File: src/design/ale_pkg.sv
// Shared types, constants and echo-sequence tables for the ANSI line editor.
// No dependencies; imported by ale_front, ale_back and ansi_line_editor.
package ale_pkg;

  localparam int LEN_W        = 5;
  localparam int CAP_W        = 6;
  localparam int MAX_LINE_DEF = 32;
  localparam int QUEUE_DEPTH  = 2;
  localparam int SEQ_MAX      = 7;
  localparam int SEQ_W        = 8 * SEQ_MAX;

  localparam logic [CAP_W-1:0] CAP_RESET = CAP_W'(32);

  localparam logic [7:0] CH_NUL   = 8'h00;
  localparam logic [7:0] CH_BS    = 8'h08;
  localparam logic [7:0] CH_LF    = 8'h0A;
  localparam logic [7:0] CH_CR    = 8'h0D;
  localparam logic [7:0] CH_ESC   = 8'h1B;
  localparam logic [7:0] CH_SP    = 8'h20;
  localparam logic [7:0] CH_ONE   = 8'h31;
  localparam logic [7:0] CH_THREE = 8'h33;
  localparam logic [7:0] CH_C     = 8'h43;
  localparam logic [7:0] CH_D     = 8'h44;
  localparam logic [7:0] CH_LBR   = 8'h5B;
  localparam logic [7:0] CH_S     = 8'h73;
  localparam logic [7:0] CH_U     = 8'h75;
  localparam logic [7:0] CH_TILDE = 8'h7E;
  localparam logic [7:0] CH_DEL   = 8'h7F;
  localparam logic [7:0] CH_PRINT_LO = 8'h20;
  localparam logic [7:0] CH_PRINT_HI = 8'h7E;

  typedef enum logic [2:0] {
    OP_LEFT   = 3'd0,
    OP_RIGHT  = 3'd1,
    OP_DELETE = 3'd2,
    OP_BKSP   = 3'd3,
    OP_INSERT = 3'd4,
    OP_ENTER  = 3'd5
  } cmd_op_e;

  typedef enum logic [1:0] {
    KIND_ECHO = 2'd0,
    KIND_LINE = 2'd1,
    KIND_END  = 2'd2
  } kind_e;

  typedef struct packed {
    cmd_op_e          op;
    logic [7:0]       ch;
    logic [LEN_W-1:0] pos;
    logic [LEN_W-1:0] len;
  } cmd_t;

  typedef struct packed {
    logic [7:0] data;
    kind_e      kind;
    logic       last;
  } res_t;

  // Fixed bytes sent before (suf = 0) or after (suf = 1) the line tail.
  function automatic logic [2:0] seq_len(cmd_op_e op, logic suf);
    logic [2:0] n;
    n = '0;
    if (!suf) begin
      case (op) inside
        OP_DELETE, OP_INSERT: n = 3'd3;
        OP_BKSP:              n = 3'd7;
        OP_ENTER:             n = 3'd2;
        default:              n = 3'd0;
      endcase
    end else begin
      case (op) inside
        OP_LEFT, OP_RIGHT:  n = 3'd4;
        OP_DELETE, OP_BKSP: n = 3'd4;
        OP_INSERT:          n = 3'd7;
        OP_ENTER:           n = 3'd1;
        default:            n = 3'd0;
      endcase
    end
    return n;
  endfunction

  function automatic logic [SEQ_W-1:0] seq_str(cmd_op_e op, logic suf);
    logic [SEQ_W-1:0] s;
    s = '0;
    if (!suf) begin
      case (op) inside
        OP_DELETE, OP_INSERT: s = {CH_ESC, CH_LBR, CH_S, 32'h0};
        OP_BKSP:  s = {CH_ESC, CH_LBR, CH_ONE, CH_D, CH_ESC, CH_LBR, CH_S};
        OP_ENTER: s = {CH_CR, CH_LF, 40'h0};
        default:  s = '0;
      endcase
    end else begin
      case (op) inside
        OP_LEFT:            s = {CH_ESC, CH_LBR, CH_ONE, CH_D, 24'h0};
        OP_RIGHT:           s = {CH_ESC, CH_LBR, CH_ONE, CH_C, 24'h0};
        OP_DELETE, OP_BKSP: s = {CH_SP, CH_ESC, CH_LBR, CH_U, 24'h0};
        OP_INSERT: s = {CH_ESC, CH_LBR, CH_U, CH_ESC, CH_LBR, CH_ONE, CH_C};
        OP_ENTER:  s = {CH_NUL, 48'h0};
        default:   s = '0;
      endcase
    end
    return s;
  endfunction

  function automatic logic [7:0] seq_byte(logic [SEQ_W-1:0] s, logic [2:0] idx);
    int sh;
    sh = 8 * (SEQ_MAX - 1 - int'(idx));
    return s[sh +: 8];
  endfunction

endpackage

File: src/design/ale_ram.sv
// Generic single-write, single-read RAM with registered, read-first output.
// No dependencies.
module ale_ram #(
  parameter int WIDTH = 8,
  parameter int DEPTH = 32
) (
  input  logic                     clk_i,
  input  logic                     we_i,
  input  logic [$clog2(DEPTH)-1:0] waddr_i,
  input  logic [WIDTH-1:0]         wdata_i,
  input  logic                     re_i,
  input  logic [$clog2(DEPTH)-1:0] raddr_i,
  output logic [WIDTH-1:0]         rdata_o
);

  logic [WIDTH-1:0] mem_q [DEPTH];
  logic [WIDTH-1:0] rdata_q;

  always_ff @(posedge clk_i) begin
    if (we_i) begin
      mem_q[waddr_i] <= wdata_i;
    end
    if (re_i) begin
      rdata_q <= mem_q[raddr_i];
    end
  end

  assign rdata_o = rdata_q;

endmodule

File: src/design/ale_fifo.sv
// Small register FIFO used for the command queue and the result queue.
// No dependencies.
module ale_fifo #(
  parameter int WIDTH = 8,
  parameter int DEPTH = 2
) (
  input  logic             clk_i,
  input  logic             rst_ni,
  input  logic             push_i,
  input  logic [WIDTH-1:0] wdata_i,
  output logic             full_o,
  input  logic             pop_i,
  output logic [WIDTH-1:0] rdata_o,
  output logic             empty_o
);

  localparam int PTR_W = (DEPTH > 1) ? $clog2(DEPTH) : 1;
  localparam int CNT_W = $clog2(DEPTH + 1);

  logic [WIDTH-1:0] mem_q [DEPTH];
  logic [PTR_W-1:0] wr_q, wr_d, rd_q, rd_d;
  logic [CNT_W-1:0] cnt_q, cnt_d;
  logic             do_push, do_pop;

  assign full_o  = (cnt_q == CNT_W'(DEPTH));
  assign empty_o = (cnt_q == '0);
  assign do_push = push_i && !full_o;
  assign do_pop  = pop_i && !empty_o;
  assign rdata_o = mem_q[rd_q];

  always_comb begin
    wr_d  = wr_q;
    rd_d  = rd_q;
    cnt_d = cnt_q;
    if (do_push) begin
      wr_d = (wr_q == PTR_W'(DEPTH - 1)) ? '0 : wr_q + PTR_W'(1);
    end
    if (do_pop) begin
      rd_d = (rd_q == PTR_W'(DEPTH - 1)) ? '0 : rd_q + PTR_W'(1);
    end
    if (do_push && !do_pop) begin
      cnt_d = cnt_q + CNT_W'(1);
    end else if (!do_push && do_pop) begin
      cnt_d = cnt_q - CNT_W'(1);
    end
  end

  always_ff @(posedge clk_i or negedge rst_ni) begin
    if (!rst_ni) begin
      wr_q  <= '0;
      rd_q  <= '0;
      cnt_q <= '0;
    end else begin
      wr_q  <= wr_d;
      rd_q  <= rd_d;
      cnt_q <= cnt_d;
    end
  end

  always_ff @(posedge clk_i) begin
    if (do_push) begin
      mem_q[wr_q] <= wdata_i;
    end
  end

  a_fill_bound: assert property (@(posedge clk_i) disable iff (!rst_ni)
    cnt_q <= CNT_W'(DEPTH))
    else $error("fifo fill count beyond depth");

endmodule

File: src/design/ale_front.sv
// Front end: parses received bytes, tracks escape phase, length and cursor,
// and issues edit commands. Depends on ale_pkg.
module ale_front #(
  parameter int MAX_LINE = ale_pkg::MAX_LINE_DEF
) (
  input  logic                     clk_i,
  input  logic                     rst_ni,
  input  logic                     push_i,
  output logic                     full_o,
  input  logic [7:0]               rx_byte_i,
  input  logic                     cfg_valid_i,
  output logic                     cfg_ready_o,
  input  logic [ale_pkg::CAP_W-1:0] cfg_data_i,
  input  logic                     cmd_full_i,
  output logic                     cmd_push_o,
  output ale_pkg::cmd_t            cmd_o
);

  import ale_pkg::*;

  localparam int LimMax = (MAX_LINE - 1 < 31) ? MAX_LINE - 1 : 31;

  typedef enum logic [3:0] {
    ESC_NONE = 4'b0001,
    ESC_SEEN = 4'b0010,
    ESC_CSI  = 4'b0100,
    ESC_CSI3 = 4'b1000
  } esc_e;

  esc_e             esc_q, esc_d;
  logic [LEN_W-1:0] len_q, len_d, cur_q, cur_d;
  logic [CAP_W-1:0] cap_q, cap_m1, limit;
  logic             accept, issue;
  logic [7:0]       c;

  assign full_o      = cmd_full_i;
  assign cfg_ready_o = 1'b1;
  assign accept      = push_i && !cmd_full_i;
  assign c           = rx_byte_i;

  always_comb begin
    cap_m1 = (cap_q == '0) ? '0 : cap_q - CAP_W'(1);
    limit  = (cap_m1 > CAP_W'(LimMax)) ? CAP_W'(LimMax) : cap_m1;
  end

  always_comb begin
    esc_d     = esc_q;
    len_d     = len_q;
    cur_d     = cur_q;
    issue     = 1'b0;
    cmd_o.op  = OP_LEFT;
    cmd_o.ch  = c;
    cmd_o.pos = cur_q;
    cmd_o.len = len_q;
    unique case (esc_q)
      ESC_SEEN: begin
        esc_d = (c == CH_LBR) ? ESC_CSI : ESC_NONE;
      end
      ESC_CSI: begin
        esc_d = ESC_NONE;
        if (c == CH_D && cur_q != '0) begin
          issue    = 1'b1;
          cmd_o.op = OP_LEFT;
          cur_d    = cur_q - LEN_W'(1);
        end else if (c == CH_C && cur_q < len_q) begin
          issue    = 1'b1;
          cmd_o.op = OP_RIGHT;
          cur_d    = cur_q + LEN_W'(1);
        end else if (c == CH_THREE) begin
          esc_d = ESC_CSI3;
        end
      end
      ESC_CSI3: begin
        esc_d = ESC_NONE;
        if (c == CH_TILDE && cur_q < len_q) begin
          issue    = 1'b1;
          cmd_o.op = OP_DELETE;
          len_d    = len_q - LEN_W'(1);
        end
      end
      ESC_NONE: begin
        if (c == CH_ESC) begin
          esc_d = ESC_SEEN;
        end else if (c == CH_BS || c == CH_DEL) begin
          if (cur_q != '0) begin
            issue     = 1'b1;
            cmd_o.op  = OP_BKSP;
            cmd_o.pos = cur_q - LEN_W'(1);
            cur_d     = cur_q - LEN_W'(1);
            len_d     = len_q - LEN_W'(1);
          end
        end else if (c == CH_CR || c == CH_LF) begin
          issue    = 1'b1;
          cmd_o.op = OP_ENTER;
          len_d    = '0;
          cur_d    = '0;
        end else if (c >= CH_PRINT_LO && c <= CH_PRINT_HI &&
                     {1'b0, len_q} < limit) begin
          issue    = 1'b1;
          cmd_o.op = OP_INSERT;
          len_d    = len_q + LEN_W'(1);
          cur_d    = cur_q + LEN_W'(1);
        end
      end
      default: esc_d = ESC_NONE;
    endcase
  end

  assign cmd_push_o = accept && issue;

  always_ff @(posedge clk_i or negedge rst_ni) begin
    if (!rst_ni) begin
      esc_q <= ESC_NONE;
      len_q <= '0;
      cur_q <= '0;
      cap_q <= CAP_RESET;
    end else begin
      if (accept) begin
        esc_q <= esc_d;
        len_q <= len_d;
        cur_q <= cur_d;
      end
      if (cfg_valid_i) begin
        cap_q <= cfg_data_i;
      end
    end
  end

  a_cur_in_line: assert property (@(posedge clk_i) disable iff (!rst_ni)
    cur_q <= len_q && len_q <= LEN_W'(LimMax))
    else $error("cursor or length out of range");

  a_no_push_full: assert property (@(posedge clk_i) disable iff (!rst_ni)
    cmd_push_o |-> !cmd_full_i)
    else $error("command issued into a full queue");

endmodule

File: src/design/ale_back.sv
// Back end: runs edit commands against the line RAM and produces echo, line
// and end-marker words. Depends on ale_pkg and ale_ram.
module ale_back #(
  parameter int MAX_LINE = ale_pkg::MAX_LINE_DEF
) (
  input  logic          clk_i,
  input  logic          rst_ni,
  input  ale_pkg::cmd_t cmd_i,
  input  logic          cmd_empty_i,
  output logic          cmd_pop_o,
  output ale_pkg::res_t res_o,
  output logic          res_push_o,
  input  logic          res_full_i
);

  import ale_pkg::*;

  localparam int IDX_W = $clog2(MAX_LINE);

  typedef enum logic [4:0] {
    S_IDLE  = 5'b00001,
    S_PRE   = 5'b00010,
    S_FETCH = 5'b00100,
    S_TAIL  = 5'b01000,
    S_SUF   = 5'b10000
  } state_e;

  state_e           state_q, state_d;
  cmd_op_e          op_q, op_d;
  logic [7:0]       ch_q, ch_d;
  logic [LEN_W-1:0] ptr_q, ptr_d, end_q, end_d;
  logic [2:0]       cnt_q, cnt_d;
  logic             skip_q, skip_d, fetch_q, fetch_d, first_q, first_d;

  logic [LEN_W-1:0] ld_start, ld_end;
  logic             ld_skip, ld_fetch, fire;
  logic             we, re;
  logic [IDX_W-1:0] waddr, raddr;
  logic [7:0]       wdata, rd_data, tail_byte;
  logic [2:0]       pre_n, suf_n;

  function automatic state_e after_pre(logic skip, logic fetch);
    return skip ? S_SUF : (fetch ? S_FETCH : S_TAIL);
  endfunction

  always_comb begin
    ld_start = cmd_i.pos;
    ld_end   = cmd_i.len;
    ld_skip  = 1'b1;
    ld_fetch = 1'b0;
    case (cmd_i.op) inside
      OP_ENTER: begin
        ld_start = '0;
        ld_end   = cmd_i.len - LEN_W'(1);
        ld_skip  = (cmd_i.len == '0);
        ld_fetch = 1'b1;
      end
      OP_DELETE, OP_BKSP: begin
        ld_start = cmd_i.pos + LEN_W'(1);
        ld_end   = cmd_i.len - LEN_W'(1);
        ld_skip  = (cmd_i.pos + LEN_W'(1) == cmd_i.len);
        ld_fetch = 1'b1;
      end
      OP_INSERT: begin
        ld_skip  = 1'b0;
      end
      default: ld_skip = 1'b1;
    endcase
  end

  assign pre_n     = seq_len(op_q, 1'b0);
  assign suf_n     = seq_len(op_q, 1'b1);
  assign tail_byte = (op_q == OP_INSERT && first_q) ? ch_q : rd_data;
  assign fire      = res_push_o && !res_full_i;

  always_comb begin
    state_d    = state_q;
    op_d       = op_q;
    ch_d       = ch_q;
    ptr_d      = ptr_q;
    end_d      = end_q;
    cnt_d      = cnt_q;
    skip_d     = skip_q;
    fetch_d    = fetch_q;
    first_d    = first_q;
    cmd_pop_o  = 1'b0;
    res_push_o = 1'b0;
    res_o.data = tail_byte;
    res_o.kind = KIND_ECHO;
    res_o.last = 1'b0;
    we         = 1'b0;
    re         = 1'b0;
    waddr      = IDX_W'(ptr_q);
    wdata      = tail_byte;
    raddr      = IDX_W'(ptr_q + LEN_W'(1));
    unique case (state_q)
      S_IDLE: begin
        if (!cmd_empty_i) begin
          cmd_pop_o = 1'b1;
          op_d      = cmd_i.op;
          ch_d      = cmd_i.ch;
          ptr_d     = ld_start;
          end_d     = ld_end;
          skip_d    = ld_skip;
          fetch_d   = ld_fetch;
          first_d   = 1'b1;
          cnt_d     = '0;
          state_d   = (seq_len(cmd_i.op, 1'b0) != '0) ? S_PRE
                                                      : after_pre(ld_skip, ld_fetch);
        end
      end
      S_PRE: begin
        res_push_o = 1'b1;
        res_o.data = seq_byte(seq_str(op_q, 1'b0), cnt_q);
        if (fire) begin
          cnt_d = cnt_q + 3'd1;
          if (cnt_q == pre_n - 3'd1) begin
            cnt_d   = '0;
            state_d = after_pre(skip_q, fetch_q);
          end
        end
      end
      S_FETCH: begin
        re      = 1'b1;
        raddr   = IDX_W'(ptr_q);
        state_d = S_TAIL;
      end
      S_TAIL: begin
        res_push_o = 1'b1;
        res_o.data = tail_byte;
        res_o.kind = (op_q == OP_ENTER) ? KIND_LINE : KIND_ECHO;
        if (fire) begin
          re      = 1'b1;
          first_d = 1'b0;
          ptr_d   = ptr_q + LEN_W'(1);
          case (op_q) inside
            OP_INSERT: begin
              we    = 1'b1;
              raddr = IDX_W'(ptr_q);
            end
            OP_DELETE, OP_BKSP: begin
              we    = 1'b1;
              waddr = IDX_W'(ptr_q - LEN_W'(1));
              wdata = rd_data;
            end
            default: we = 1'b0;
          endcase
          if (ptr_q == end_q) begin
            cnt_d   = '0;
            state_d = S_SUF;
          end
        end
      end
      S_SUF: begin
        res_push_o = 1'b1;
        res_o.data = seq_byte(seq_str(op_q, 1'b1), cnt_q);
        res_o.kind = (op_q == OP_ENTER) ? KIND_END : KIND_ECHO;
        res_o.last = (cnt_q == suf_n - 3'd1);
        if (fire) begin
          cnt_d = cnt_q + 3'd1;
          if (cnt_q == suf_n - 3'd1) begin
            cnt_d   = '0;
            state_d = S_IDLE;
          end
        end
      end
      default: state_d = S_IDLE;
    endcase
  end

  always_ff @(posedge clk_i or negedge rst_ni) begin
    if (!rst_ni) begin
      state_q <= S_IDLE;
      cnt_q   <= '0;
    end else begin
      state_q <= state_d;
      cnt_q   <= cnt_d;
    end
  end

  always_ff @(posedge clk_i) begin
    op_q    <= op_d;
    ch_q    <= ch_d;
    ptr_q   <= ptr_d;
    end_q   <= end_d;
    skip_q  <= skip_d;
    fetch_q <= fetch_d;
    first_q <= first_d;
  end

  ale_ram #(
    .WIDTH (8),
    .DEPTH (MAX_LINE)
  ) u_line_ram (
    .clk_i   (clk_i),
    .we_i    (we),
    .waddr_i (waddr),
    .wdata_i (wdata),
    .re_i    (re),
    .raddr_i (raddr),
    .rdata_o (rd_data)
  );

  a_tail_bound: assert property (@(posedge clk_i) disable iff (!rst_ni)
    state_q == S_TAIL |-> ptr_q <= end_q)
    else $error("tail pointer past end of pass");

  a_write_in_tail: assert property (@(posedge clk_i) disable iff (!rst_ni)
    we |-> (state_q == S_TAIL && fire))
    else $error("line RAM written outside a tail step");

endmodule

File: src/design/ansi_line_editor.sv
// Terminal line editor: takes received bytes, keeps an editable line with
// cursor, and gives out echo bytes, finished lines and end markers.
// Usage:
//   Input queue: drive rx_byte_i and push; a word is taken when push is
//   high and full is low. Output queue: while empty is low the oldest
//   result sits on out_byte_o, out_kind_o, last_o; pop takes it.
//   out_kind_o: 0 echo, 1 finished line character, 2 line end marker;
//   last_o marks the final word caused by one input byte.
//   Config: cfg_data_i is the line capacity including the terminator,
//   written when cfg_valid_i and cfg_ready_o are high (ready is always high).
// Timing:
//   A taken byte's command is written into the command queue; the back end
//   loads it, then sends one word a cycle while the result queue has room:
//   the fixed prefix, a RAM prefetch step for enter, delete and backspace
//   where the first tail byte is read, the tail and the fixed suffix.
//   Escape and dropped bytes issue no command.
//   A two-entry command queue lets input run ahead of the back end.
// Reset clears the line, cursor and escape phase and sets capacity to 32;
// line RAM contents need no clearing. When the receiver stops popping, the
// back end holds its place and the command queue then fills and raises full.
module ansi_line_editor #(
  parameter int MAX_LINE = ale_pkg::MAX_LINE_DEF
) (
  input  logic                      clk_i,
  input  logic                      rst_ni,
  input  logic                      push,
  output logic                      full,
  input  logic [7:0]                rx_byte_i,
  output logic                      empty,
  input  logic                      pop,
  output logic [7:0]                out_byte_o,
  output logic [1:0]                out_kind_o,
  output logic                      last_o,
  input  logic                      cfg_valid_i,
  output logic                      cfg_ready_o,
  input  logic [ale_pkg::CAP_W-1:0] cfg_data_i
);

  import ale_pkg::*;

  cmd_t cmd_in, cmd_out;
  res_t res_in, res_out;
  logic cmd_push, cmd_full, cmd_pop, cmd_empty;
  logic res_push, res_full;

  ale_front #(
    .MAX_LINE (MAX_LINE)
  ) u_front (
    .clk_i       (clk_i),
    .rst_ni      (rst_ni),
    .push_i      (push),
    .full_o      (full),
    .rx_byte_i   (rx_byte_i),
    .cfg_valid_i (cfg_valid_i),
    .cfg_ready_o (cfg_ready_o),
    .cfg_data_i  (cfg_data_i),
    .cmd_full_i  (cmd_full),
    .cmd_push_o  (cmd_push),
    .cmd_o       (cmd_in)
  );

  ale_fifo #(
    .WIDTH ($bits(cmd_t)),
    .DEPTH (QUEUE_DEPTH)
  ) u_cmd_fifo (
    .clk_i   (clk_i),
    .rst_ni  (rst_ni),
    .push_i  (cmd_push),
    .wdata_i (cmd_in),
    .full_o  (cmd_full),
    .pop_i   (cmd_pop),
    .rdata_o (cmd_out),
    .empty_o (cmd_empty)
  );

  ale_back #(
    .MAX_LINE (MAX_LINE)
  ) u_back (
    .clk_i       (clk_i),
    .rst_ni      (rst_ni),
    .cmd_i       (cmd_out),
    .cmd_empty_i (cmd_empty),
    .cmd_pop_o   (cmd_pop),
    .res_o       (res_in),
    .res_push_o  (res_push),
    .res_full_i  (res_full)
  );

  ale_fifo #(
    .WIDTH ($bits(res_t)),
    .DEPTH (QUEUE_DEPTH)
  ) u_res_fifo (
    .clk_i   (clk_i),
    .rst_ni  (rst_ni),
    .push_i  (res_push),
    .wdata_i (res_in),
    .full_o  (res_full),
    .pop_i   (pop),
    .rdata_o (res_out),
    .empty_o (empty)
  );

  assign out_byte_o = res_out.data;
  assign out_kind_o = res_out.kind;
  assign last_o     = res_out.last;

endmodule
File: config.mk
export PLATFORM = sky130hd
export DESIGN_NAME = ansi_line_editor
export DESIGN_NICKNAME = d
export VERILOG_FILES = /design/src/design/ale_pkg.sv /design/src/design/ale_ram.sv /design/src/design/ale_fifo.sv /design/src/design/ale_front.sv /design/src/design/ale_back.sv /design/src/design/ansi_line_editor.sv
export SDC_FILE = /design/constraint.sdc
export NUM_CORES = 1
export LEC_CHECK = 0
export BUFFER_PORTS_ARGS = -buffer_cell sky130_fd_sc_hd__buf_4
export CAP_MARGIN = 25
export CELL_PAD_IN_SITES_DETAIL_PLACEMENT = 1
export CELL_PAD_IN_SITES_GLOBAL_PLACEMENT = 2
export CORE_UTILIZATION = 48
export DETAILED_ROUTE_END_ITERATION = 7
export PLACE_DENSITY = 0.9
export SYNTH_ARGS = -nofsm -noshare
export SYNTH_HDL_FRONTEND = slang
export SYNTH_SLANG_ARGS = --single-unit
File: constraint.sdc
create_clock -name clk_i -period 6.07 [get_ports clk_i]
set_clock_uncertainty 0.05 [all_clocks]
set_input_delay 1.214 -clock clk_i [delete_from_list [all_inputs] [get_ports clk_i]]
set_output_delay 1.214 -clock clk_i [all_outputs]
set_load 0.01 [all_outputs]
Yosys cells after proc, flatten, opt, wreduce, memory -nomap -nowiden
Memory sizes are Yosys's and may differ from the RTL's. A register that Yosys moved wholly into a read port is not among the register bits.
Cells that the tools add are included.
{ "totals": {"register_bits": 60, "ram_bits": 320, "in_bits": 19, "output_inout_bits": 14, "n_memories": 3} }
{ "classes": {"n_addsub": 21, "order_cmp": 5, "n_eq_ne": 47, "shift": 2, "n_mux": 140, "bitwise_logic": 1, "reduce_logical": 52} }
{ "mem_list": {"columns": ["memory", "words", "word_bits", "rd", "rd_clocked_by_memory_dff", "wr", "line_no", "rtl"], "rows": [
  ["u_back.u_line_ram.mem_q", 32, 8, 1, 1, 1, "ale_ram.sv:16", "logic [WIDTH-1:0] mem_q [DEPTH];"],
  ["u_cmd_fifo.mem_q", 2, 21, 1, 0, 1, "ale_fifo.sv:20", "logic [WIDTH-1:0] mem_q [DEPTH];"],
  ["u_res_fifo.mem_q", 2, 11, 1, 0, 1, "ale_fifo.sv:20", null]
]} }
{ "op_table": {"columns": ["op", "count"], "rows": [
  ["$mux W56", 7],
  ["$mux W5", 38],
  ["$shiftx A56 B32 Y8", 2],
  ["$mux W3", 22],
  ["$mux W53", 1],
  ["$mux W52", 1],
  ["$eq A8 B7 Y1 const B", 5],
  ["$mux W8", 5],
  ["$pmux W5 S2", 4],
  ["$mux W1", 36],
  ["$pmux W5 S5", 1],
  ["$eq A8 B4 Y1 const B", 3],
  ["$mux W4", 6],
  ["$add A5 B1 Y5 const B", 4],
  ["$sub A5 B1 Y5 const B", 4],
  ["$mux W2", 9],
  ["$logic_and A1 B1 Y1", 16],
  ["$ne A2 B1 Y1 const B", 8],
  ["$pmux W8 S2", 1],
  ["$eq A3 B2 Y1 const B", 4],
  ["$eq A3 B3 Y1 const B", 4],
  ["$mux W6", 2],
  ["$pmux W3 S4", 1],
  ["$pmux W4 S3", 1],
  ["53 further kinds", 83]
]} }

Longest topological paths before layout
Gate-level depths: netlist of run 1.
{ "depth": {"depth_word": 17, "ltp_mapped": 15, "ltp_nobuf": 15} }

Hierarchy
From an unflattened synthesis of run 1, not the netlist that was laid out.
{ "unflattened": {"cells_unflattened": 1156, "hier_area_um2": 18051.1} }
{ "by_module_without_submodules": {"columns": ["module", "n_inst", "cells_per_inst", "area_each_um2", "seq_area_each_um2"], "rows": [
  ["ale_ram", 1, 417, 10133.5, 7927.6],
  ["ale_back", 1, 339, 2941.6, 922.1],
  ["ale_front", 1, 263, 2175.8, 503.0],
  ["ale_fifo at u_cmd_fifo", 1, 84, 1798.0, 1361.3],
  ["ale_fifo at u_res_fifo", 1, 53, 1002.2, 760.7]
]} }

Worst setup path before layout of run 1
No wires, ideal clock.
{ "synth_path": {"path_type": "input to register", "from": "in rx_byte_i[3]", "to": "mem u_cmd_fifo.mem_q[0][0] (netlist bit) (enable)", "setup_ns": 0.401, "t_arrival_ns": 3.820, "setup_slack_ns": 1.799, "path_stages": 9, "path_buffers": 2, "path_cell_list": "clkbuf_1 nand4_1 nor3_1 or2_2 clkbuf_1 nand2_1 o21ai_0 o31a_1 nor2b_1"} }
{ "synth_between": {"elab_chain_cells": 12, "word_cells_on_any_way": 29, "classes_between": "2 x order compare; 8 x eq/ne; 10 x mux; 9 x reduce/logical"} }
{ "synth_rtl": {"columns": ["element", "line_no", "rtl"], "rows": [
  ["from (decl)", "ansi_line_editor.sv:28", "input logic [7:0] rx_byte_i,"],
  ["$ge A8 B6 Y1 / $le A8 B7 Y1 (equally long branches)", "ale_front.sv:97", "end else if (c >= CH_PRINT_LO && c <= CH_PRINT_HI &&"],
  ["$logic_and A1 B1 Y1 (2 in series)", "ale_front.sv:97", null],
  ["$mux W1", "ale_front.sv:97", null],
  ["$mux W1", "ale_front.sv:92", "end else if (c == CH_CR || c == CH_LF) begin"],
  ["$mux W1", "ale_front.sv:84", "end else if (c == CH_BS || c == CH_DEL) begin"],
  ["$mux W1", "ale_front.sv:82", "if (c == CH_ESC) begin"],
  ["$pmux W1 S3 (*)", "ale_front.sv:55", "unique case (esc_q)"],
  ["$logic_and A1 B1 Y1 (*)", "ale_front.sv:109", "assign cmd_push_o = accept && issue;"],
  ["$logic_and A1 B1 Y1 (*)", "ale_fifo.sv:27", "assign do_push = push_i && !full_o;"],
  ["net u_cmd_fifo.do_push", "ale_fifo.sv:23", "logic do_push, do_pop;"],
  ["$mux W1 (*)", "ale_fifo.sv:61", "if (do_push) begin"],
  ["$mux W1 (not written as such) (*)", "ale_fifo.sv:62", "mem_q[wr_q] <= wdata_i;"],
  ["to (decl)", "ale_fifo.sv:20", null]
]} }
The timed path passes the listed nets; every way through them passes the cells marked *.

Final worst setup path of run 1
{ "layout_path": {"from": "reg u_back.op_q[2]", "to": "reg u_back.u_line_ram.rdata_q[7], in the netlist u_back.u_line_ram.rdata_o[7], read port of u_back.u_line_ram.mem_q (data pin)"} }
{ "layout_between": {"elab_chain_cells": 4} }
{ "layout_rtl": {"columns": ["element", "line_no", "rtl"], "rows": [
  ["from (decl)", "ale_back.sv:29", "cmd_op_e op_q, op_d;"],
  ["from (signal assigned)", "ale_back.sv:182", "op_q <= op_d;"],
  ["$eq A3 B3 Y1", null, null],
  ["$mux W5", "ale_back.sv:136", "case (op_q) inside"],
  ["$mux W5", "ale_back.sv:132", "if (fire) begin"],
  ["$pmux W5 S2", "ale_back.sv:96", "unique case (state_q)"],
  ["to (decl)", "ale_ram.sv:17", "logic [WIDTH-1:0] rdata_q;"]
]} }
No other way between the ends.
A chain may end at the register's enable or synchronous reset.

==> qor.txt, run 1 <==
================================================================================
Max Cap Viol ......................................................            0
Diode count .......................................................            0
Highest clock frequency the design can meet .......................    0.228 GHz
Worst IR drop on VDD ..............................................   0.000335 V
Leakage Power .....................................................   0.00698 uW
Top cell family by delay on the critical path ..................... simple AND/OR/NAND/NOR gates
Largest net degree at the start of global routing .................           58
Number of iterations in the first detailed-routing pass ...........            6
Final design utilization ..........................................        53.9%
Core region area ..................................................  0.0376 mm^2
Mean routed wirelength per cell ...................................      24.8 um
Critical path's slowest cell ...................................... sky130_fd_sc_hd__edfxtp_1
First-pass GRT wire length ........................................      75.5 mm
Sw frac ...........................................................        39.4%
Minimum setup slack in the final design ...........................      1.68 ns
Clock Sink Count ..................................................          388
Seq/Total Area, Yosys .............................................        62.7%
Drt first-iter violations .........................................          961
Least-Margin Pin Slew .............................................      1.07 ns
Count of boundary I/O pins ........................................           33
Hold path cells ...................................................            1
Initial antenna violation count ...................................            0
Post-cts hold buffer count ........................................            0
Number of gates given a new drive strength after cts ..............            0
Share of async-settable or async-resettable flops after synthesis .        9.28%
Layout Area Growth over Synthesis .................................        10.7%
Final setup violation count .......................................            0
Capture endpoint of the worst hold path ........................... u_cmd_fifo.wr_q
Seq cells post-synth ..............................................          388
Maximum root-to-sink buffer count .................................            3
Top cell type's share of synthesized area .........................        57.8%
Critical Path End Type ............................................         flop
Count of mapped cells out of synthesis ............................        1,427
Synth warnings ....................................................            0
Clock buffers created by TritonCTS ................................           41
Most used standard cell by instance count after synthesis ......... sky130_fd_sc_hd__edfxtp_1
Count of nets left with antenna violations after detail routing ...            0
Placed cell count .................................................        1,902
Number of non-filler instances in the completed layout ............        1,977
Total wire length .................................................      49.0 mm
Clock Pin Slew Worst Setup and Hold Paths .........................      0.06 ns
Crit path kind ....................................................      reg2reg
Total global-route track usage ....................................        25.9%
Vertical die dimension ............................................       197 um
Clk pwr share .....................................................        22.8%
Switching power summed over all nets ..............................      4080 uW
Via count .........................................................       12,100
DP Worst Slack ....................................................      1.59 ns
Hold path startpoint .............................................. u_cmd_fifo.wr_q
Maximum cell stage delay along the critical path ..................      0.74 ns
Post-detailed-route via-to-cell ratio .............................         6.11
Leading cell types by total area after synthesis .................. sky130_fd_sc_hd__edfxtp_1, sky130_fd_sc_hd__mux2i_1, sky130_fd_sc_hd__dfrtp_1
Kind of launch point of the worst setup path ......................         flop
Source of the worst register-to-register timing path .............. u_back.op_q[2]
Setup TNS Final ...................................................         0 ns
Clock tree root buffer cell ....................................... sky130_fd_sc_hd__clkbuf_16
GR Overflow Total .................................................            0
Number of global-route vias before repair .........................       12,700
Most instantiated cells after synthesis ........................... sky130_fd_sc_hd__edfxtp_1, sky130_fd_sc_hd__nand2_1, sky130_fd_sc_hd__mux2i_1, sky130_fd_sc_hd__nor2_1, sky130_fd_sc_hd__o21ai_0
Synthesized area per cell .........................................    12.8 um^2
Starting Density ..................................................        48.7%
Headroom to the max-slew limit ....................................        28.1%
Worst Path Required ...............................................      6.45 ns
Detailed-placement wirelength estimate ............................      33.3 mm
Cell area after synthesis .........................................  0.0183 mm^2
Power per standard cell area ......................................  511 mW/mm^2
Cell breakdown of the critical path ............................... or3b_1 > nor4_4 > buf_4 > or3_1 > nand2_1 > nor3_2 > a32oi_1 > nand4_1
CTS tree ..........................................................          yes
Post-synth EDFFs ..................................................          352
Standard-cell rows ................................................           71
Cell-internal power ...............................................      6280 uW
Net count after synthesis .........................................        1,471
Most area-hungry cell type in the Yosys netlist ................... sky130_fd_sc_hd__edfxtp_1
Arrival @ worst endpoint ..........................................      4.77 ns
Primary flip-flop cell chosen by synthesis mapping ................ sky130_fd_sc_hd__edfxtp_1
Placer Congestion .................................................        0.900
Number of library cell types mapped by synthesis ..................           80
Filler Cells Inserted .............................................        3,800
Result of the run ................................................. finished, final reports clean
Clock period minus worst slack ....................................      4.39 ns
Total die area ....................................................  0.0389 mm^2
Number of remaining DRC errors ....................................            0
Sequential share of power .........................................        36.6%
Logic pwr share ...................................................        40.6%
End of the worst register-to-register path ........................ u_back.u_line_ram.rdata_o[7]
RSZ-0062 raised after global routing ..............................           no
Hold/Removal Path Class ...........................................      reg2reg
Post-route fraction of the period consumed by the critical path ...        72.4%
Ratio of cells with drive above 1 in the final layout .............        11.6%
Horizontal extent of the die ......................................       197 um
Post-CTS setup buffers ............................................            0
Final-stage net count .............................................        1,479
Setup slack, reg-to-reg ...........................................      1.68 ns
Count of cells along the worst register-to-register path ..........            8
Buffers added on ports ............................................           31
Clk_lat worst skew ................................................      0.56 ns
Count of endpoints failing hold in the final timing report ........            0
Worst Path Buf+Inv ................................................            1
Largest fanout on the critical path ...............................           22
Number of H-tree levels ...........................................            2
Final count of pins violating max slew ............................            0
================================================================================
-- cells by family after synthesis --
logic type	after synthesis	share of synthesized area (%)
muxes	137	8.28
AOI/OAI and AO/OA	287	10.7
xor gates and xnor gates	52	2.53
DFF	388	62.7
buffers and inverters	117	2.60
other	1	0.0205
adders and majority gates	25	1.71
and+or+nand+nor	420	11.5
-- layout by cell type, fill, tap and decap left out, types with 10 or more instances in the layout --
cell type,netlist,layout
sky130_fd_sc_hd__nand3_1,36,36
sky130_fd_sc_hd__inv_1,35,35
sky130_fd_sc_hd__edfxtp_1,352,352
sky130_fd_sc_hd__xor2_1,26,26
sky130_fd_sc_hd__clkbuf_1,56,10
sky130_fd_sc_hd__clkbuf_16,0,42
sky130_fd_sc_hd__mux2i_1,95,95
sky130_fd_sc_hd__xnor2_1,25,25
sky130_fd_sc_hd__a32oi_1,19,19
sky130_fd_sc_hd__nand2_1,128,128
sky130_fd_sc_hd__nor3_1,34,33
sky130_fd_sc_hd__a31oi_1,23,23
sky130_fd_sc_hd__dfrtp_1,33,33
sky130_fd_sc_hd__a21oi_1,40,40
sky130_fd_sc_hd__nand4_1,21,21
sky130_fd_sc_hd__nor2b_1,19,18
sky130_fd_sc_hd__o211ai_1,18,18
sky130_fd_sc_hd__mux2_2,34,34
sky130_fd_sc_hd__o21ai_0,66,66
sky130_fd_sc_hd__nand2b_1,27,27
sky130_fd_sc_hd__nor4_1,14,14
sky130_fd_sc_hd__a221oi_1,10,10
sky130_fd_sc_hd__buf_4,3,45
sky130_fd_sc_hd__and2_1,10,10
sky130_fd_sc_hd__a211oi_1,13,13
sky130_fd_sc_hd__nor2_1,85,85
sky130_fd_sc_hd__ha_1,25,25
sky130_fd_sc_hd__a22oi_1,18,18
sky130_fd_sc_hd__o31ai_1,20,20
-- flip-flops by register name, summed over array words and instances (netlist names), 2 cells and up --
signal / flops
u_back.ch_q: 8
u_back.cnt_q: 3
u_back.end_q: 5
u_back.op_q: 3
u_back.ptr_q: 5
u_back.state_q: 5
u_back.u_line_ram.mem_q: 256
u_back.u_line_ram.rdata_o: 8
u_cmd_fifo.cnt_q: 2
u_cmd_fifo.mem_q: 42
u_front.cap_q: 6
u_front.cur_q: 5
u_front.esc_q: 4
u_front.len_q: 5
u_res_fifo.cnt_q: 2
u_res_fifo.mem_q: 22
-- stage by stage --
step	hold WS [ns]	total power, uW	area, um^2
after floorplan	0.405	6630	18300
after global placement	0.437	7840	19000
after detailed placement	0.457	8010	19000
after CTS	0.471	10400	20200
after global routing	0.489	10900	20300
final	0.467	10400	20300
-- worst max path at each step --
| stage | from | endpoint | slack, ns | cells past startpoint |
|---|---|---|---|---|
| 6_report | u_back.op_q[2] | u_back.u_line_ram.rdata_o[7] | 1.68 | 8 |
| 2_1_floorplan | rx_byte_i[3] | u_cmd_fifo.mem_q[0][0] | 1.80 | 9 |
| 5_1_grt | u_back.op_q[2] | u_back.u_line_ram.rdata_o[3] | 1.38 | 8 |
| 3_5_place_dp | rx_byte_i[5] | u_cmd_fifo.mem_q[0][7] | 1.59 | 8 |
| 4_1_cts | u_front.cap_q[3] | u_cmd_fifo.mem_q[0][7] | 1.67 | 11 |
| 3_3_place_gp | rx_byte_i[5] | u_cmd_fifo.mem_q[0][10] | 1.72 | 8 |
-- power by group through the flow --
stage          combinational (uW)  clock, uW  sequential [uW]
2_1_floorplan                3020          0             3610
3_3_place_gp                 4000          0             3840
3_5_place_dp                 4170          0             3840
4_1_cts                      4190       2400             3790
5_1_grt                      4540       2490             3830
6_report                     4210       2360             3790
-- routing by layer --
| metal | share of wire [%] | vias up | track usage [%] |
|---|---|---|---|
| li1 | - | 5494 | - |
| met1 | 43 | 6145 | 33.9 |
| met2 | 48 | 348 | 43.2 |
| met3 | 5.2 | 89 | 4.25 |
| met4 | 3.3 | 0 | 9.96 |
| met5 | 0 | - | 0 |
-- area by class of cell --
cell class | instances | area [um^2] | share of cell area, %
inverters | 35 | 131 | 0.649
flip-flops and latches | 388 | 11500 | 56.7
clock inverters | 20 | 131 | 0.649
repair buffers | 47 | 380 | 1.88
multi-input cells | 922 | 6380 | 31.5
well taps | 511 | 639 | 3.16
clock buffers | 54 | 1120 | 5.51
Power figures use the tool's default switching activity.
==> run 2: changes to the inputs <==
- ABC_AREA: unset -> 1
- CORE_UTILIZATION: 48 -> 37
- PLACE_DENSITY: 0.9 -> 0.81
- clock period: 6.07 -> 3.8 ns (I/O delays scaled with it)
==> run 2 against run 1 <==
  * Worst setup slack lost 1.0 ns
  * Power increased by 79%
  * Register-to-register slack got worse by 1.0 ns
  * Fmax up 39%
  * Largest cell class unchanged
  * Sequential share of layout area is 3.5 points lower
  * Clock-buffer cell count increased by 1
  * Via count up 16%
  * Critical endpoint is now u_cmd_fifo.cnt_q[1]
  * Critical path depth up 12
  * Wire length rose by 9.3%
  * Synthesized cell count grew 36%
  * Core utilization decreased by 11 points
==> qor.txt, run 2 <==
================================================================================
Sequential share of power .........................................        31.6%
Placer Congestion .................................................        0.860
Synthesized area per cell .........................................    9.73 um^2
Logic pwr share ...................................................        43.9%
Synth warnings ....................................................            0
Count of nets left with antenna violations after detail routing ...            0
GR Overflow Total .................................................            0
Worst setup startpoint ............................................ u_front.cap_q[0]
First-pass GRT wire length ........................................      84.8 mm
Number of iterations in the first detailed-routing pass ...........            6
Post-route fraction of the period consumed by the critical path ...        83.1%
Largest net degree at the start of global routing .................          129
Most common library cell in the layout ignoring fill and taps ..... sky130_fd_sc_hd__nand2_1
RSZ-0062 raised after global routing ..............................           no
Arrival @ worst endpoint ..........................................      3.57 ns
Most used cells in the layout excluding fill and tap cells ........ sky130_fd_sc_hd__nand2_1, sky130_fd_sc_hd__edfxtp_1, sky130_fd_sc_hd__nand3_1
Count of mapped cells out of synthesis ............................        1,939
Primary flip-flop cell chosen by synthesis mapping ................ sky130_fd_sc_hd__edfxtp_1
Clock buffers created by TritonCTS ................................           45
Net count after synthesis .........................................        1,983
Final non-filler cell area ........................................  0.0216 mm^2
Critical Path End Type ............................................         flop
Detailed-placement wirelength estimate ............................      35.2 mm
Ratio of cells with drive above 1 in the final layout .............        9.76%
Post-cts hold buffer count ........................................            0
Clk pwr share .....................................................        24.5%
Largest register by flop count .................................... u_back.u_line_ram.mem_q
Maximum cell stage delay along the critical path ..................      0.37 ns
Horizontal extent of the die ......................................       228 um
Clock period minus worst slack ....................................      3.16 ns
Cell breakdown of the critical path ............................... inv_1 > ha_1 > nand4_1 > o21ai_0 > ha_1 > nand2_1 > inv_1 > o21ai_0 > nand3_1 > nor2_1 > o21ai_0 > nand2_1 > nand2_1 > nand4_1 > nand2_1 > inv_1 > ha_1 > a21oi_1 > o21ai_0 > xor2_1
Final-stage net count .............................................        2,046
Drt first-iter violations .........................................          948
Critical path's slowest cell ...................................... sky130_fd_sc_hd__dfrtp_1
End of the worst register-to-register path ........................ u_cmd_fifo.cnt_q[1]
Most used standard cell by instance count after synthesis ......... sky130_fd_sc_hd__nand2_1
Max Cap Viol ......................................................            0
Source of the worst register-to-register timing path .............. u_front.cap_q[0]
Diode count .......................................................            0
Clock Sink Count ..................................................          388
Met3 capacity usage during global routing .........................        3.43%
Number of gates given a new drive strength after cts ..............            0
Post-detailed-route via-to-cell ratio .............................         5.18
Hold/Removal Path Class ...........................................     in2async
Share of async-settable or async-resettable flops after synthesis .        9.28%
Core region area ..................................................  0.0502 mm^2
Cell area after placement .........................................  0.0201 mm^2
Seq cells post-synth ..............................................          388
Final count of pins violating max slew ............................            0
Highest clock frequency the design can meet .......................    0.317 GHz
Seq/Total Area, Yosys .............................................        60.8%
Clock tree root buffer cell ....................................... sky130_fd_sc_hd__clkbuf_16
Starting Density ..................................................        37.6%
Total die area ....................................................  0.0519 mm^2
Total wire length .................................................      53.6 mm
Met2 demand-to-capacity share in global routing ...................        36.6%
Clk_lat worst skew ................................................      0.59 ns
Total global-route track usage ....................................        20.9%
Number of H-tree levels ...........................................            2
Least-Margin Pin Slew .............................................     0.910 ns
Result of the run ................................................. finished, final reports clean
Post-CTS setup buffers ............................................            0
Vertical die dimension ............................................       228 um
Count of boundary I/O pins ........................................           33
Leading cell types by total area after synthesis .................. sky130_fd_sc_hd__edfxtp_1, sky130_fd_sc_hd__nand2_1, sky130_fd_sc_hd__nand3_1
Via count .........................................................       14,000
Largest registers ranked by flip-flop count ....................... u_back.u_line_ram.mem_q (256), u_cmd_fifo.mem_q (42), u_res_fifo.mem_q (22)
Setup TNS Final ...................................................         0 ns
Top cell type's share of synthesized area .........................        56.0%
Initial antenna violation count ...................................            0
Most instantiated cells after synthesis ........................... sky130_fd_sc_hd__nand2_1, sky130_fd_sc_hd__edfxtp_1, sky130_fd_sc_hd__nand3_1, sky130_fd_sc_hd__inv_1, sky130_fd_sc_hd__nor2_1
Setup slack, reg-to-reg ...........................................      0.64 ns
Number of flip-flops under the largest register name ..............          256
Peak-usage layer in the global routing report .....................         met2
Most area-hungry cell type in the Yosys netlist ................... sky130_fd_sc_hd__edfxtp_1
Number of library cell types mapped by synthesis ..................           47
Cell-internal power ...............................................    10,700 uW
Crit path kind ....................................................      reg2reg
Worst IR drop on VDD ..............................................   0.000530 V
Power per standard cell area ......................................  858 mW/mm^2
Worst Path Required ...............................................      4.21 ns
Count of endpoints failing hold in the final timing report ........            0
Count of cells along the worst register-to-register path ..........           20
Number of remaining DRC errors ....................................            0
Final setup violation count .......................................            0
Layout Area Growth over Synthesis .................................        14.5%
CTS tree ..........................................................          yes
Kind of launch point of the worst setup path ......................         flop
Leakage Power .....................................................   0.00897 uW
Standard-cell rows ................................................           82
Cell area after synthesis .........................................  0.0189 mm^2
Pwr Total .........................................................    18,500 uW
Post-synth EDFFs ..................................................          352
Worst setup path endpoint ......................................... u_cmd_fifo.cnt_q[1]
Switching power summed over all nets ..............................      7870 uW
Headroom to the max-slew limit ....................................        39.2%
Largest fanout on the critical path ...............................            6
Number of global-route vias before repair .........................       15,000
Sw frac ...........................................................        42.5%
Clock Pin Slew Worst Setup and Hold Paths .........................      0.06 ns
Buffers added on ports ............................................           31
Mean routed wirelength per cell ...................................      19.8 um
Maximum root-to-sink buffer count .................................            3
Grt met1 use ......................................................        26.6%
================================================================================
==> run 2: critical path, delay by kind of cell, from the launching register on <==
family	cells	cell delay, ns
and+or+nand+nor	8	0.85
xor gates and xnor gates	1	0.16
DFF	1	0.37
buffers and inverters	3	0.26
AOI/OAI and AO/OA	5	0.63
adders and majority gates	3	0.70
==> run 2: power groups by stage <==
stage	combinational, uW	clock, uW	sequential, uW
floorplan	5340	0	5840
global placement	7980	0	5910
detailed placement	8180	0	5940
CTS	8240	4650	5850
global route	9050	4810	5900
finish	8140	4550	5850
==> run 2: final cells by class <==
cell class | instances | area, um^2
Clock buffer | 55 | 1170
Clock inverter | 28 | 365
Fill cell | 5649 | 28600
Inverter | 215 | 807
Multi-Input combinational cell | 1259 | 6160
Sequential cell | 388 | 11500
Tap cell | 672 | 841
Timing Repair Buffer | 93 | 773
==> run 2: cells by family (layout without fill, tap and decap cells) <==
family	count (synthesis)	in the layout	share of synthesized area, %
AO/OA/AOI/OAI	117	117	3.48
XOR/XNOR	45	45	2.09
adder cells (fa/ha/maj)	25	25	1.66
buffers and inverters	292	391	6.63
flip-flops	388	388	60.8
multiplexers	4	4	0.226
other	1	1	0.0199
AND/OR/NAND/NOR	1067	1067	25.0
==> run 2: worst min-delay path by stage <==
stage | startpoint | to | slack, ns | cells past startpoint
after floorplan | rst_ni | u_back.cnt_q[0] | 0.41 | 0
final | rst_ni | u_back.state_q[1] | 0.1 | 1
after CTS | rst_ni | u_back.cnt_q[0] | 0.1 | 1
after global routing | rst_ni | u_back.cnt_q[0] | 0.12 | 1
after detailed placement | u_cmd_fifo.wr_q | u_cmd_fifo.wr_q | 0.45 | 2
after global placement | u_cmd_fifo.wr_q | u_cmd_fifo.wr_q | 0.44 | 2
==> run 2: per-layer routing <==
| layer | part of all wire, % | routed length [um] | vias up |
|---|---|---|---|
| met2 | 50 | 27000 | 269 |
| met4 | 2.4 | 1300 | 0 |
| met3 | 4.3 | 2280 | 90 |
| met1 | 43 | 23000 | 7021 |
| met5 | 0 | 0 | - |
| li1 | - | - | 6654 |
==> run 2: metrics by stage <==
stage / utilization, % / instances / setup WS (ns) / hold slack (ns)
after floorplan: - / 1939 / 0.518 / 0.413
after global routing: 43.0 / 2710 / 0.263 / 0.122
after global placement: 40.0 / 2627 / 0.673 / 0.437
final: 43.0 / 2710 / 0.644 / 0.0984
after detailed placement: 40.0 / 2627 / 0.608 / 0.452
after CTS: 43.0 / 2710 / 0.604 / 0.0992
==> run 3: changes to the inputs <==
- CORE_UTILIZATION: 37 -> 41
- PLACE_DENSITY: 0.81 -> 0.85
- clock period: 3.8 -> 3.1 ns (I/O delays scaled with it)
==> run 3 against run 2 <==
  * Via count up 0.38%
  * Flip-flop and latch count unchanged
  * Non-clock buffer count up 52
  * Die area down 9.7%
  * Hold slack better by 0.13 ns
  * Sequential power up 22%
  * Worst setup slack worse by 0.57 ns
  * First-iteration DRC count down 15%
  * Clock-buffer cell count up 1
  * Global-route usage up 2.3 points
  * Critical endpoint is now u_cmd_fifo.mem_q[1][18]
==> qor.txt, run 3 (synthesized netlist as in run 2, its figures left out) <==
==============================================================================
Cell breakdown of the critical path ............................. inv_2 > ha_1 > nand2_1 > xor2_1 > a21oi_2 > ha_1 > o21ai_1 > nand3_1 > nor2_1 > o21ai_1 > nand2_1 > nand2_2 > nand4_1 > nand2_2 > buf_6 > nor2_4 > clkbuf_16
Number of remaining DRC errors ..................................            0
Critical path's slowest cell .................................... sky130_fd_sc_hd__dfrtp_1
Kind of launch point of the worst setup path ....................         flop
Max Cap Viol ....................................................            0
Largest registers ranked by flip-flop count ..................... u_back.u_line_ram.mem_q (256), u_cmd_fifo.mem_q (42), u_res_fifo.mem_q (22)
Clock Pin Slew Worst Setup and Hold Paths .......................      0.06 ns
Filler Cells Inserted ...........................................        5,074
Source of the worst register-to-register timing path ............ u_front.cap_q[0]
Via count .......................................................       14,100
Most common library cell in the layout ignoring fill and taps ... sky130_fd_sc_hd__nand2_1
Maximum cell stage delay along the critical path ................      0.40 ns
Highest clock frequency the design can meet .....................    0.330 GHz
Maximum root-to-sink buffer count ...............................            3
Drt first-iter violations .......................................          806
Multi-input combinational cell area ............................. 0.00624 mm^2
Count of nets left with antenna violations after detail routing .            0
Worst IR drop on VDD ............................................   0.000822 V
RSZ-0062 raised after global routing ............................          yes
Detailed-placement wirelength estimate ..........................      36.7 mm
Clock buffers created by TritonCTS ..............................           43
Clk_lat worst skew ..............................................      0.57 ns
CTS tree ........................................................          yes
Ratio of cells with drive above 1 in the final layout ...........        12.8%
Largest register by flop count .................................. u_back.u_line_ram.mem_q
DP Worst Slack ..................................................    -0.124 ns
Final setup violation count .....................................            0
Placed cell count ...............................................        2,596
Final design utilization ........................................        48.2%
Hold path startpoint ............................................ rx_byte_i[5]
Vertical die dimension ..........................................       216 um
Count of boundary I/O pins ......................................           33
Final-stage net count ...........................................        2,096
Result of the run ............................................... finished, final reports clean
Headroom to the max-slew limit ..................................        42.2%
Total die area ..................................................  0.0469 mm^2
Standard-cell rows ..............................................           78
Arrival @ worst endpoint ........................................      3.25 ns
Leakage Power ...................................................   0.00917 uW
Count of cells along the worst register-to-register path ........           17
Clock period minus worst slack ..................................      3.03 ns
Least-Margin Pin Slew ...........................................     0.858 ns
Largest fanout on the critical path .............................           10
Number of H-tree levels .........................................            2
Hold path cells .................................................            1
Crit path kind ..................................................      reg2reg
Worst Path Required .............................................      3.33 ns
Power per standard cell area .................................... 1020 mW/mm^2
Pwr Total .......................................................    22,300 uW
Mean routed wirelength per cell .................................      20.0 um
Initial antenna violation count .................................            0
Worst setup startpoint .......................................... u_front.cap_q[0]
Largest net degree at the start of global routing ...............           69
Critical Path End Type ..........................................         flop
Most used cells in the layout excluding fill and tap cells ...... sky130_fd_sc_hd__nand2_1, sky130_fd_sc_hd__edfxtp_1, sky130_fd_sc_hd__nand3_1
Setup TNS Final .................................................         0 ns
End of the worst register-to-register path ...................... u_cmd_fifo.mem_q[1][18]
Capture endpoint of the worst hold path ......................... u_cmd_fifo.mem_q[0][15]
Total global-route track usage ..................................        23.3%
Horizontal extent of the die ....................................       216 um
Setup slack, reg-to-reg .........................................      0.07 ns
Minimum setup slack in the final design .........................    0.0736 ns
Number of non-filler instances in the completed layout ..........        2,686
Core region area ................................................  0.0454 mm^2
Clock tree root buffer cell ..................................... sky130_fd_sc_hd__clkbuf_16
Diode count .....................................................            0
Buffers added on ports ..........................................           31
GR Overflow Total ...............................................            0
Starting Density ................................................        41.6%
Post-route fraction of the period consumed by the critical path .        97.6%
Total wire length ...............................................      53.8 mm
Sequential cell area ............................................  0.0115 mm^2
Number of flip-flops under the largest register name ............          256
Clock Sink Count ................................................          388
Placer Congestion ...............................................        0.878
Final count of pins violating max slew ..........................            0
Post-detailed-route via-to-cell ratio ...........................         5.24
Hold/Removal Path Class .........................................       in2reg
Count of endpoints failing hold in the final timing report ......            0
Layout Area Growth over Synthesis ...............................        16.0%
First-pass GRT wire length ......................................      83.8 mm
Number of global-route vias before repair .......................       14,800
Number of iterations in the first detailed-routing pass .........            4
==============================================================================
-- run 3: cell count changes in the layout (fill, tap and decap cells not counted), sizes merged --
cell | previous run | this run
clkinvlp | 1 | 2
clkbuf | 55 | 58
buf | 93 | 142
bufinv | 8 | 1
dlygate4sd3 | 0 | 1
clkinv | 21 | 22
-- run 3: worst max path at each step --
stage / to / slack (ns) / cells past startpoint
6_report: u_cmd_fifo.mem_q[1][18] / 0.07 / 17
3_5_place_dp: u_cmd_fifo.cnt_q[1] / -0.12 / 22
5_1_grt: u_cmd_fifo.mem_q[1][15] / -0.08 / 17
4_1_cts: u_cmd_fifo.mem_q[1][1] / 0.009 / 18
2_1_floorplan: u_cmd_fifo.mem_q[1][0] / -0.18 / 16
3_3_place_gp: u_cmd_fifo.cnt_q[1] / 0.04 / 22
-- run 3: critical path: cells and delay by family, from the launching register on --
kind,cells,cell delay (ns)
compound gates,3,0.23
simple gates,8,0.85
flops,1,0.40
buf+inv,3,0.47
fa+ha+maj,2,0.51
xor+xnor,1,0.22
-- run 3: what timing repair did --
| item | 4_1_cts | 5_1_grt |
|---|---|---|
| pin swaps | 2 | 4 |
| setup endpoints to repair | 1 | 44 |
| gates resized for setup | 8 | 28 |
| hold buffers | 1 | 0 |
| setup buffers | 2 | 5 |
| hold endpoints to repair | 32 | 0 |
| cloned | 0 | 3 |
-- run 3: through the flow --
step | cell area, um^2 | hold WS, ns
6_report | 21900 | 0.226
5_1_grt | 21900 | 0.199
4_1_cts | 21700 | 0.191
3_5_place_dp | 20300 | 0.463
3_3_place_gp | 20300 | 0.454
2_1_floorplan | 18900 | 0.274
-- run 3: report_power, final --
part	switching (uW)	internal (uW)
clock network	2070	2810
registers	321	6810
logic	7120	3130
-- run 3: final cells by class --
| cell class | count | share of cell area [%] |
|---|---|---|
| clock inverter | 23 | 0.658 |
| timing repair buffer | 145 | 5.77 |
| clock buffer | 56 | 5.47 |
| inverter | 215 | 3.69 |
| sequential | 388 | 52.5 |
| tap | 600 | 3.43 |
| multi-input combinational | 1259 | 28.5 |
-- run 3: per-layer routing --
layer / track usage [%] / share of wire (%) / vias up
li1: - / - / 6762
met1: 28.8 / 42 / 7016
met2: 41.6 / 51 / 225
met3: 3.55 / 3.5 / 84
met4: 7.04 / 2.8 / 0
met5: 0 / 0 / -
